[src/rtl/rrts_pkg.sv]
// ----------------------------------------------------------------------------
// Round-robin task scheduler package
// Opcodes, slot states, status codes and the controller/datapath interface.
// ----------------------------------------------------------------------------
package rrts_pkg;

   localparam logic [2:0] OP_CREATE = 3'd0;
   localparam logic [2:0] OP_EXIT   = 3'd1;
   localparam logic [2:0] OP_YIELD  = 3'd2;
   localparam logic [2:0] OP_TICK   = 3'd3;
   localparam logic [2:0] OP_LOOKUP = 3'd4;

   localparam logic [1:0] ST_UNUSED  = 2'd0;
   localparam logic [1:0] ST_READY   = 2'd1;
   localparam logic [1:0] ST_RUNNING = 2'd2;
   localparam logic [1:0] ST_DEAD    = 2'd3;

   localparam logic [1:0] STS_DONE      = 2'd0;
   localparam logic [1:0] STS_NO_SLOT   = 2'd1;
   localparam logic [1:0] STS_IGNORED   = 2'd2;
   localparam logic [1:0] STS_NOT_FOUND = 2'd3;

   localparam logic [7:0] SLICE_RESET = 8'd10;

   typedef struct packed {
      logic [31:0] pid;
      logic [7:0]  slice;
      logic [31:0] ticks;
   } rrts_rec_type;

   typedef struct packed {
      logic       capture;
      logic       idx_inc;
      logic       kill;
      logic       enq;
      logic       create;
      logic       tick_wr;
      logic       pick;
      logic       set_status;
      logic [1:0] status;
      logic       set_lookup;
      logic       rsp_load;
   } rrts_cmd_type;

   typedef struct packed {
      logic [2:0] opcode;
      logic       cur_valid;
      logic       cur_zero;
      logic [1:0] st_rd;
      logic       idx_last;
      logic       lk_match;
      logic       tick_expire;
      logic       rsp_full;
   } rrts_stat_type;

endpackage

[src/rtl/rrts_ctrl.sv]
// ----------------------------------------------------------------------------
// Round-robin task scheduler controller
// Sequences each request through slot scans, table updates and scheduling.
// ----------------------------------------------------------------------------
module rrts_ctrl import rrts_pkg::*; (
   input  logic          clock,
   input  logic          reset,
   input  logic          req_valid,
   output logic          req_ready,
   input  rrts_stat_type stat,
   output rrts_cmd_type  cmd
);

   typedef enum logic [3:0] {
      S_IDLE, S_DISPATCH, S_SCAN, S_CREATE, S_TICK_WR, S_LK_RD, S_LK_CHK,
      S_SCHED_RD, S_SCHED_PICK, S_FINISH
   } state_type;

   state_type state_ff, state_in;

   assign req_ready = (state_ff == S_IDLE);

   always_comb begin
      cmd      = '0;
      state_in = state_ff;
      unique case (state_ff)
         S_IDLE: begin
            if (req_valid) begin
               cmd.capture = 1'b1;
               state_in    = S_DISPATCH;
            end
         end
         S_DISPATCH: begin
            unique case (stat.opcode)
               OP_CREATE: state_in = S_SCAN;
               OP_EXIT: begin
                  if (!stat.cur_valid || stat.cur_zero) begin
                     cmd.set_status = 1'b1;
                     cmd.status     = STS_IGNORED;
                     state_in       = S_FINISH;
                  end else begin
                     cmd.kill = 1'b1;
                     state_in = S_SCHED_RD;
                  end
               end
               OP_YIELD: begin
                  cmd.enq  = stat.cur_valid && (stat.st_rd == ST_RUNNING);
                  state_in = S_SCHED_RD;
               end
               OP_TICK: begin
                  if (!stat.cur_valid) begin
                     cmd.set_status = 1'b1;
                     cmd.status     = STS_IGNORED;
                     state_in       = S_FINISH;
                  end else begin
                     state_in = S_TICK_WR;
                  end
               end
               OP_LOOKUP: state_in = S_LK_CHK;
               default: begin
                  cmd.set_status = 1'b1;
                  cmd.status     = STS_IGNORED;
                  state_in       = S_FINISH;
               end
            endcase
         end
         S_SCAN: begin
            priority if (stat.st_rd == ST_UNUSED) begin
               state_in = S_CREATE;
            end else if (stat.idx_last) begin
               cmd.set_status = 1'b1;
               cmd.status     = STS_NO_SLOT;
               state_in       = S_FINISH;
            end else begin
               cmd.idx_inc = 1'b1;
            end
         end
         S_CREATE: begin
            cmd.create = 1'b1;
            state_in   = S_FINISH;
         end
         S_TICK_WR: begin
            cmd.tick_wr = 1'b1;
            state_in    = stat.tick_expire ? S_SCHED_RD : S_FINISH;
         end
         S_LK_RD: state_in = S_LK_CHK;
         S_LK_CHK: begin
            priority if (stat.lk_match) begin
               cmd.set_lookup = 1'b1;
               state_in       = S_FINISH;
            end else if (stat.idx_last) begin
               cmd.set_status = 1'b1;
               cmd.status     = STS_NOT_FOUND;
               state_in       = S_FINISH;
            end else begin
               cmd.idx_inc = 1'b1;
               state_in    = S_LK_RD;
            end
         end
         S_SCHED_RD: state_in = S_SCHED_PICK;
         S_SCHED_PICK: begin
            cmd.pick = 1'b1;
            state_in = S_FINISH;
         end
         S_FINISH: begin
            if (!stat.rsp_full) begin
               cmd.rsp_load = 1'b1;
               state_in     = S_IDLE;
            end
         end
         default: state_in = S_IDLE;
      endcase
   end

   always_ff @(posedge clock) begin
      if (reset) begin
         state_ff <= S_IDLE;
      end else begin
         state_ff <= state_in;
      end
   end

endmodule

[src/rtl/rrts_datapath.sv]
// ----------------------------------------------------------------------------
// Round-robin task scheduler datapath
// Slot table, ready queue, current task, pid counter and result registers.
// ----------------------------------------------------------------------------
module rrts_datapath import rrts_pkg::*; #(
   parameter int SLOT_COUNT = 16
) (
   input  logic          clock,
   input  logic          reset,
   input  rrts_cmd_type  cmd,
   output rrts_stat_type stat,
   input  logic [2:0]    req_opcode,
   input  logic [31:0]   req_lookup_pid,
   input  logic          csr_valid,
   input  logic [7:0]    csr_wdata,
   input  logic          rsp_ready,
   output logic          rsp_valid,
   output logic [1:0]    rsp_status,
   output logic [31:0]   rsp_result_pid,
   output logic [3:0]    rsp_result_slot,
   output logic [1:0]    rsp_found_state,
   output logic [31:0]   rsp_found_ticks,
   output logic          rsp_switched,
   output logic          rsp_prev_valid,
   output logic [3:0]    rsp_prev_slot,
   output logic [3:0]    rsp_next_slot
);

   localparam int SW = $clog2(SLOT_COUNT);
   localparam int CW = $clog2(SLOT_COUNT + 1);
   localparam logic [SW-1:0] LAST_SLOT = SW'(SLOT_COUNT - 1);
   localparam logic [CW-1:0] FULL_COUNT = CW'(SLOT_COUNT);
   localparam logic [SW:0] WRAP = (SW+1)'(SLOT_COUNT);

   function automatic logic [3:0] low4(input logic [SW-1:0] s);
      logic [8:0] w;
      w = 9'(s);
      return w[3:0];
   endfunction

   logic [1:0]    state_ff [SLOT_COUNT];
   rrts_rec_type  rec_mem [SLOT_COUNT];
   logic [SW-1:0] fifo_mem [SLOT_COUNT];

   logic [SW-1:0] head_ff, cur_ff, idx_ff, fifo_q_ff;
   logic [CW-1:0] count_ff;
   logic          cur_valid_ff, slot0_wr_ff, rec_zero_ff, rsp_valid_ff;
   logic [31:0]   next_pid_ff, pid_ff;
   logic [7:0]    slice_len_ff;
   logic [2:0]    op_ff;
   rrts_rec_type  rec_q_ff;

   logic [1:0]    res_status_ff, res_found_state_ff;
   logic [31:0]   res_pid_ff, res_ticks_ff;
   logic [3:0]    res_slot_ff, res_prev_slot_ff, res_next_slot_ff;
   logic          res_switched_ff, res_prev_valid_ff;

   logic [SW-1:0] rd_slot, rec_addr, enq_slot, tail, nxt, head_in;
   logic [SW:0]   tail_sum;
   logic [1:0]    st_rd;
   rrts_rec_type  rec, tick_rec, rec_wdata;
   logic [7:0]    slice_dec;
   logic          expire, enq_now, rec_we, same;

   always_comb begin
      rd_slot   = (op_ff == OP_YIELD) ? cur_ff : idx_ff;
      rec_addr  = (op_ff == OP_TICK) ? cur_ff : idx_ff;
      enq_slot  = (op_ff == OP_CREATE) ? idx_ff : cur_ff;
      st_rd     = state_ff[rd_slot];
      rec       = rec_zero_ff ? '0 : rec_q_ff;
      slice_dec = (rec.slice != 8'd0) ? rec.slice - 8'd1 : 8'd0;
      expire    = (slice_dec == 8'd0);
      tick_rec.pid   = rec.pid;
      tick_rec.slice = expire ? slice_len_ff : slice_dec;
      tick_rec.ticks = rec.ticks + 32'd1;
      enq_now   = cmd.create || cmd.enq || (cmd.tick_wr && expire && (cur_ff != '0));
      rec_we    = cmd.create || cmd.tick_wr;
      rec_wdata = cmd.create ? rrts_rec_type'{next_pid_ff, slice_len_ff, 32'd0} : tick_rec;
      tail_sum  = (SW+1)'(head_ff) + (SW+1)'(count_ff);
      tail      = (tail_sum >= WRAP) ? SW'(tail_sum - WRAP) : tail_sum[SW-1:0];
      nxt       = (count_ff != '0) ? fifo_q_ff : '0;
      head_in   = (head_ff == LAST_SLOT) ? '0 : head_ff + 1'b1;
      same      = cur_valid_ff && (nxt == cur_ff);
   end

   assign stat.opcode      = op_ff;
   assign stat.cur_valid   = cur_valid_ff;
   assign stat.cur_zero    = (cur_ff == '0);
   assign stat.st_rd       = st_rd;
   assign stat.idx_last    = (idx_ff == LAST_SLOT);
   assign stat.lk_match    = (st_rd != ST_UNUSED) && (rec.pid == pid_ff);
   assign stat.tick_expire = expire;
   assign stat.rsp_full    = rsp_valid_ff && !rsp_ready;

   always_ff @(posedge clock) begin
      if (reset) begin
         for (int i = 0; i < SLOT_COUNT; i++) begin
            state_ff[i] <= (i == 0) ? ST_READY : ST_UNUSED;
         end
         head_ff      <= '0;
         count_ff     <= '0;
         cur_ff       <= '0;
         cur_valid_ff <= 1'b0;
         next_pid_ff  <= 32'd1;
         slice_len_ff <= SLICE_RESET;
         slot0_wr_ff  <= 1'b0;
         rsp_valid_ff <= 1'b0;
      end else begin
         if (csr_valid) begin
            slice_len_ff <= csr_wdata;
         end
         if (enq_now) begin
            state_ff[enq_slot] <= ST_READY;
            if (count_ff != FULL_COUNT) begin
               count_ff <= count_ff + 1'b1;
            end
         end
         if (cmd.kill) begin
            state_ff[cur_ff] <= ST_DEAD;
         end
         if (cmd.pick) begin
            state_ff[nxt] <= ST_RUNNING;
            if (count_ff != '0) begin
               head_ff  <= head_in;
               count_ff <= count_ff - 1'b1;
            end
            if (!same) begin
               cur_ff       <= nxt;
               cur_valid_ff <= 1'b1;
            end
         end
         if (cmd.create) begin
            next_pid_ff <= next_pid_ff + 32'd1;
         end
         if (rec_we && (rec_addr == '0)) begin
            slot0_wr_ff <= 1'b1;
         end
         if (cmd.rsp_load) begin
            rsp_valid_ff <= 1'b1;
         end else if (rsp_ready) begin
            rsp_valid_ff <= 1'b0;
         end
      end
   end

   always_ff @(posedge clock) begin
      rec_q_ff    <= rec_mem[rec_addr];
      rec_zero_ff <= (rec_addr == '0) && !slot0_wr_ff;
      fifo_q_ff   <= fifo_mem[head_ff];
      if (rec_we) begin
         rec_mem[rec_addr] <= rec_wdata;
      end
      if (enq_now && (count_ff != FULL_COUNT)) begin
         fifo_mem[tail] <= enq_slot;
      end
   end

   always_ff @(posedge clock) begin
      if (cmd.capture) begin
         op_ff              <= req_opcode;
         pid_ff             <= req_lookup_pid;
         idx_ff             <= '0;
         res_status_ff      <= STS_DONE;
         res_pid_ff         <= '0;
         res_slot_ff        <= '0;
         res_found_state_ff <= '0;
         res_ticks_ff       <= '0;
         res_switched_ff    <= 1'b0;
         res_prev_valid_ff  <= 1'b0;
         res_prev_slot_ff   <= '0;
         res_next_slot_ff   <= '0;
      end
      if (cmd.idx_inc) begin
         idx_ff <= idx_ff + 1'b1;
      end
      if (cmd.set_status) begin
         res_status_ff <= cmd.status;
      end
      if (cmd.create) begin
         res_pid_ff  <= next_pid_ff;
         res_slot_ff <= low4(idx_ff);
      end
      if (cmd.set_lookup) begin
         res_pid_ff         <= rec.pid;
         res_slot_ff        <= low4(idx_ff);
         res_found_state_ff <= st_rd;
         res_ticks_ff       <= rec.ticks;
      end
      if (cmd.pick && !same) begin
         res_switched_ff   <= 1'b1;
         res_prev_valid_ff <= cur_valid_ff;
         res_prev_slot_ff  <= cur_valid_ff ? low4(cur_ff) : 4'd0;
         res_next_slot_ff  <= low4(nxt);
      end
      if (cmd.rsp_load) begin
         rsp_status      <= res_status_ff;
         rsp_result_pid  <= res_pid_ff;
         rsp_result_slot <= res_slot_ff;
         rsp_found_state <= res_found_state_ff;
         rsp_found_ticks <= res_ticks_ff;
         rsp_switched    <= res_switched_ff;
         rsp_prev_valid  <= res_prev_valid_ff;
         rsp_prev_slot   <= res_prev_slot_ff;
         rsp_next_slot   <= res_next_slot_ff;
      end
   end

   assign rsp_valid = rsp_valid_ff;

endmodule

[src/rtl/round_robin_task_scheduler_core.sv]
// Ignored requests go straight to the finish state; tick writes the record and, when the
// slice ends, schedules; exit and yield schedule; create and lookup scan the slots in order.
// One request at a time; the slot scan of the single-port table sets the rate.
// A finished beat waits in the response register while the next request is taken.
// Reset is synchronous: slot 0 holds the idle task, the queue is empty, slice is 10.
// ----------------------------------------------------------------------------
// Round-robin task scheduler core
// Time-slice task scheduler over a fixed slot table with a FIFO ready queue.
// ----------------------------------------------------------------------------
module round_robin_task_scheduler_core import rrts_pkg::*; #(
   parameter int SLOT_COUNT = 16
) (
   input  logic        clock,
   input  logic        reset,
   input  logic        req_valid,
   output logic        req_ready,
   input  logic [2:0]  req_opcode,
   input  logic [31:0] req_lookup_pid,
   output logic        rsp_valid,
   input  logic        rsp_ready,
   output logic [1:0]  rsp_status,
   output logic [31:0] rsp_result_pid,
   output logic [3:0]  rsp_result_slot,
   output logic [1:0]  rsp_found_state,
   output logic [31:0] rsp_found_ticks,
   output logic        rsp_switched,
   output logic        rsp_prev_valid,
   output logic [3:0]  rsp_prev_slot,
   output logic [3:0]  rsp_next_slot,
   input  logic        csr_valid,
   output logic        csr_ready,
   input  logic [7:0]  csr_wdata
);

   rrts_cmd_type  cmd;
   rrts_stat_type stat;

   assign csr_ready = 1'b1;

   rrts_ctrl u_ctrl (
      .clock     (clock),
      .reset     (reset),
      .req_valid (req_valid),
      .req_ready (req_ready),
      .stat      (stat),
      .cmd       (cmd)
   );

   rrts_datapath #(.SLOT_COUNT(SLOT_COUNT)) u_datapath (
      .clock           (clock),
      .reset           (reset),
      .cmd             (cmd),
      .stat            (stat),
      .req_opcode      (req_opcode),
      .req_lookup_pid  (req_lookup_pid),
      .csr_valid       (csr_valid),
      .csr_wdata       (csr_wdata),
      .rsp_ready       (rsp_ready),
      .rsp_valid       (rsp_valid),
      .rsp_status      (rsp_status),
      .rsp_result_pid  (rsp_result_pid),
      .rsp_result_slot (rsp_result_slot),
      .rsp_found_state (rsp_found_state),
      .rsp_found_ticks (rsp_found_ticks),
      .rsp_switched    (rsp_switched),
      .rsp_prev_valid  (rsp_prev_valid),
      .rsp_prev_slot   (rsp_prev_slot),
      .rsp_next_slot   (rsp_next_slot)
   );

endmodule

[config.mk]
export PLATFORM = sky130hd
export DESIGN_NAME = round_robin_task_scheduler_core
export DESIGN_NICKNAME = d
export VERILOG_FILES = /design/src/rtl/rrts_pkg.sv /design/src/rtl/rrts_ctrl.sv /design/src/rtl/rrts_datapath.sv /design/src/rtl/round_robin_task_scheduler_core.sv
export SDC_FILE = /design/constraint.sdc
export NUM_CORES = 2
export LEC_CHECK = 0
export BUFFER_PORTS_ARGS = -buffer_cell sky130_fd_sc_hd__buf_4
export CAP_MARGIN = 20
export CORE_ASPECT_RATIO = 0.75
export CORE_MARGIN = 5
export CORE_UTILIZATION = 55
export CTS_CLUSTER_SIZE = 20
export DETAILED_ROUTE_END_ITERATION = 8
export GPL_TIMING_DRIVEN = 0
export PLACE_DENSITY = 0.71
export SYNTH_ARGS = -nofsm -noshare
export SYNTH_HDL_FRONTEND = slang
export SYNTH_SLANG_ARGS = --single-unit
[constraint.sdc]
create_clock -name clock -period 8.9 [get_ports clock]
set_input_delay 0.445 -clock clock [delete_from_list [all_inputs] [get_ports clock]]
set_output_delay 0.445 -clock clock [all_outputs]
set_load 0.02 [all_outputs]
==> results.py <==
metrics = {
    "global_routing": {
        "grtUsageTotal_pct": 27.1,
        "grt_pass1_wl_mm": 235,
        "grt_pass1_vias": 34350,
        "antenna_found_initial": 4,
        "overflow": 0,
        "grt_max_degree": 37,
    },
    "floorplan": {
        "core_sq_um": 112000,
        "die_w_microns": 398,
        "die_area_sq_um": 120000,
        "rows": 106,
        "initial_utilization_pct": 55.5,
        "die_h_microns": 301,
        "pin_count": 133,
    },
    "routing": {
        "viasPerCell": 6.39,
        "drt_iter0_markers": 5258,
        "antenna_left": 0,
        "drt-total-wl_mm": 161,
        "firstDrtPassIters": 6,
        "wl_per_cell_microns": 29.3,
        "drc": 0,
        "dr_total_vias": 35194,
    },
    "synthesis": {
        "synth_top_area_cell": "edfxtp_1",
        "synth_most_common_cell": "edfxtp_1",
        "synth-seq-area-share_pct": 74.6,
        "ys_ff_latch": 1588,
        "syn_avg_cell_area_sq_um": 18.2,
        "ys.flop_type": "edfxtp_1",
        "syn_inst": 3410,
        "ys_top_cells_by_area": "edfxtp_1, mux4_2, dfxtp_1",
        "syn-num-nets": 3470,
        "synth_area_sq_um": 62100,
        "synth.distinct_cells": 73,
        "yosys.area.top_type_share_pct": 70.1,
        "yosysWarnings": 0,
        "synth-async-reset-ratio_pct": 0,
        "synth_common_cells": "edfxtp_1, mux4_2, nand2_1, nor2_1, dfxtp_1",
        "synth_edf_count": 1450,
    },
    "timing": {
        "finalHoldViolCount": 0,
        "final.setup.tns_ps": 0,
        "fmax_ghz": 0.149,
        "period_needed_ps": 6710,
        "skew_ps": 33.7,
        "fin_crit_sh_pct": 75.3,
        "worstMarginPinSlew_ps": 1180,
        "relSlewSlack_pct": 21.1,
        "finalSetupViolCount": 0,
        "whs_ps": 90.5,
        "rsz0062_at_grt": "false",
        "slew_violations": 0,
    },
    "cells_and_area": {
        "register_area_sq_um": 46300,
        "drive_gt1_share_pct": 21.8,
        "layout.nets": 3932,
        "final_util_pct": 64.5,
        "fillers": 7519,
        "syn2layout_area_growth_pct": 16.1,
        "fin_cells": 5510,
        "diodes": 0,
        "multiInputGateArea_sq_um": 15000,
    },
    "placed_design": {
        "dp.final_hpwl_mm": 108,
        "dp_cells": 5173,
        "place_congestion": 0.927,
        "numPortBuffers": 129,
    },
    "setup_path": {
        "cp.required_ps": 9370,
        "crit_path_start_kind": "flop",
        "r2r_slack_ps": 2190,
        "cp_max_fo": 11,
        "critPathKind": "reg2reg",
        "end_kind": "flop",
        "arrival_ps": 7180,
    },
    "cts": {
        "clkLatencyLatePin_ps": 790,
        "cts_root_buffer": "clkbuf_16",
        "cts_sinks": 1588,
        "path_clk_slew_ps": 60,
        "h-tree-depth": 4,
        "post-cts-setup-buffers": 0,
        "cts_buffers": 148,
        "clk_path_buf_depth": 3,
        "cts_tree": "yes",
    },
    "power": {
        "ir_drop_v": 0.000208,
        "power_leakage_nw": 23.6,
        "power.total_mw": 23.3,
        "power_density_nw_per_um2": 323,
    },
    "hold_path": {
        "hold_class": "in2reg",
    },
    "job": {
        "drv_cap": 0,
    },
    "status": {
        "status": "finished, final reports clean",
    },
}
-- layout make-up --
class | count | area share, %
Buffer | 195 | 1.09
Clock buffer | 223 | 5.85
Clock inverter | 53 | 0.639
Inverter | 42 | 0.219
Multi-Input combinational cell | 1585 | 20.8
Sequential cell | 1588 | 64.3
Tap cell | 1512 | 2.63
Timing Repair Buffer | 312 | 4.56
-- report_power, final --
group	total [mW]	internal, mW	switching (mW)
clock	6.15	3.42	2.73
sequential	10.6	10.1	0.489
combinational	6.50	2.18	4.31
-- layer usage --
layer / global-route usage [%] / routed length (microns) / vias up
li1: - / - / 14644
met1: 40.8 / 65100 / 17950
met2: 39.2 / 71200 / 2276
met3: 7.20 / 20000 / 324
met4: 8.84 / 5110 / 0
met5: 0 / 0 / -
-- registers in the layout, summed over array words and instances, names as in the netlist, 5 cells and up --
register / cells
u_datapath.rec_mem: 1152
u_datapath.rec_q_ff: 72
u_datapath.fifo_mem: 64
u_datapath.next_pid_ff: 32
u_datapath.pid_ff: 32
u_datapath.res_pid_ff: 32
u_datapath.res_ticks_ff: 32
u_datapath.rsp_found_ticks: 32
u_datapath.rsp_result_pid: 32
u_datapath.state_ff: 32
u_datapath.slice_len_ff: 8
u_datapath.count_ff: 5
-- critical path: stages, from the launching register on --
cell and delay (ps):
edfxtp_1 370, clkbuf_1 480, buf_1 550, mux2_2 340, clkbuf_1 800, clkbuf_1 940
clkbuf_1 610, nor2b_1 280, nand2_1 220, nor3_2 770, buf_6 270, buf_6 190
buf_6 190, buf_6 160, buf_8 160
-- worst paths after layout --
check	end	cells after the start	start
worst max-delay path	u_datapath.rec_mem[14][49]	14	u_datapath.idx_ff[1]
worst min-delay path	u_datapath.rsp_valid	3	rsp_ready
worst max register to register	u_datapath.rec_mem[14][49]	14	u_datapath.idx_ff[1]
worst min register to register	u_datapath.rsp_found_ticks[22]	0	u_datapath.res_ticks_ff[22]
-- stage by stage --
step | worst slack [ps] | cell area, sq um
after floorplan | 1100 | 62100
after global placement | -7010 | 64900
after CTS | 2190 | 71900
final | 2190 | 72100
after global routing | 2090 | 72100
after detailed placement | 2260 | 66800
-- repair_timing --
action / CTS / global route
hold endpoints to repair: 43 / 0
resized for setup: 0 / 0
hold buffers: 43 / 0
-- cell usage in the layout (no fill, tap or decap), types with 9 or more instances in the layout --
master / instances
edfxtp_1: 1450
mux4_2: 316
nand2_1: 233
clkbuf_1: 189
nor2_1: 163
clkbuf_16: 151
buf_4: 147
dfxtp_1: 138
and2_1: 102
a31oi_1: 93
a211oi_1: 82
buf_6: 61
a22o_1: 57
xnor2_1: 44
dlygate4sd3_1: 43
nand3_1: 41
inv_1: 41
xor2_1: 36
a21oi_1: 33
o21ai_0: 33
buf_1: 32
buf_2: 32
nor4_1: 31
mux2i_1: 28
nor3_1: 26
buf_8: 26
nand4_1: 25
buf_12: 24
clkinv_2: 21
and3_1: 18
clkbuf_8: 17
o31ai_1: 16
or3_1: 14
nor4bb_1: 14
nor2b_1: 13
o32ai_1: 11
ha_1: 11
mux2_2: 9
or4_1: 9
-- cells by family (layout without fill, tap and decap cells) --
group | Yosys count | after routing | share of synthesized area, %
xor gates and xnor gates | 80 | 80 | 1.13
adders and majority gates | 12 | 12 | 0.254
DFF | 1588 | 1588 | 74.6
buffers and inverters | 237 | 825 | 1.52
and+or+nand+nor | 748 | 748 | 5.96
AOI/OAI and AO/OA | 388 | 388 | 4.42
muxes | 356 | 356 | 12.1
other | 1 | 1 | 0.00604
No activity file was read; power rests on OpenSTA's default activity.
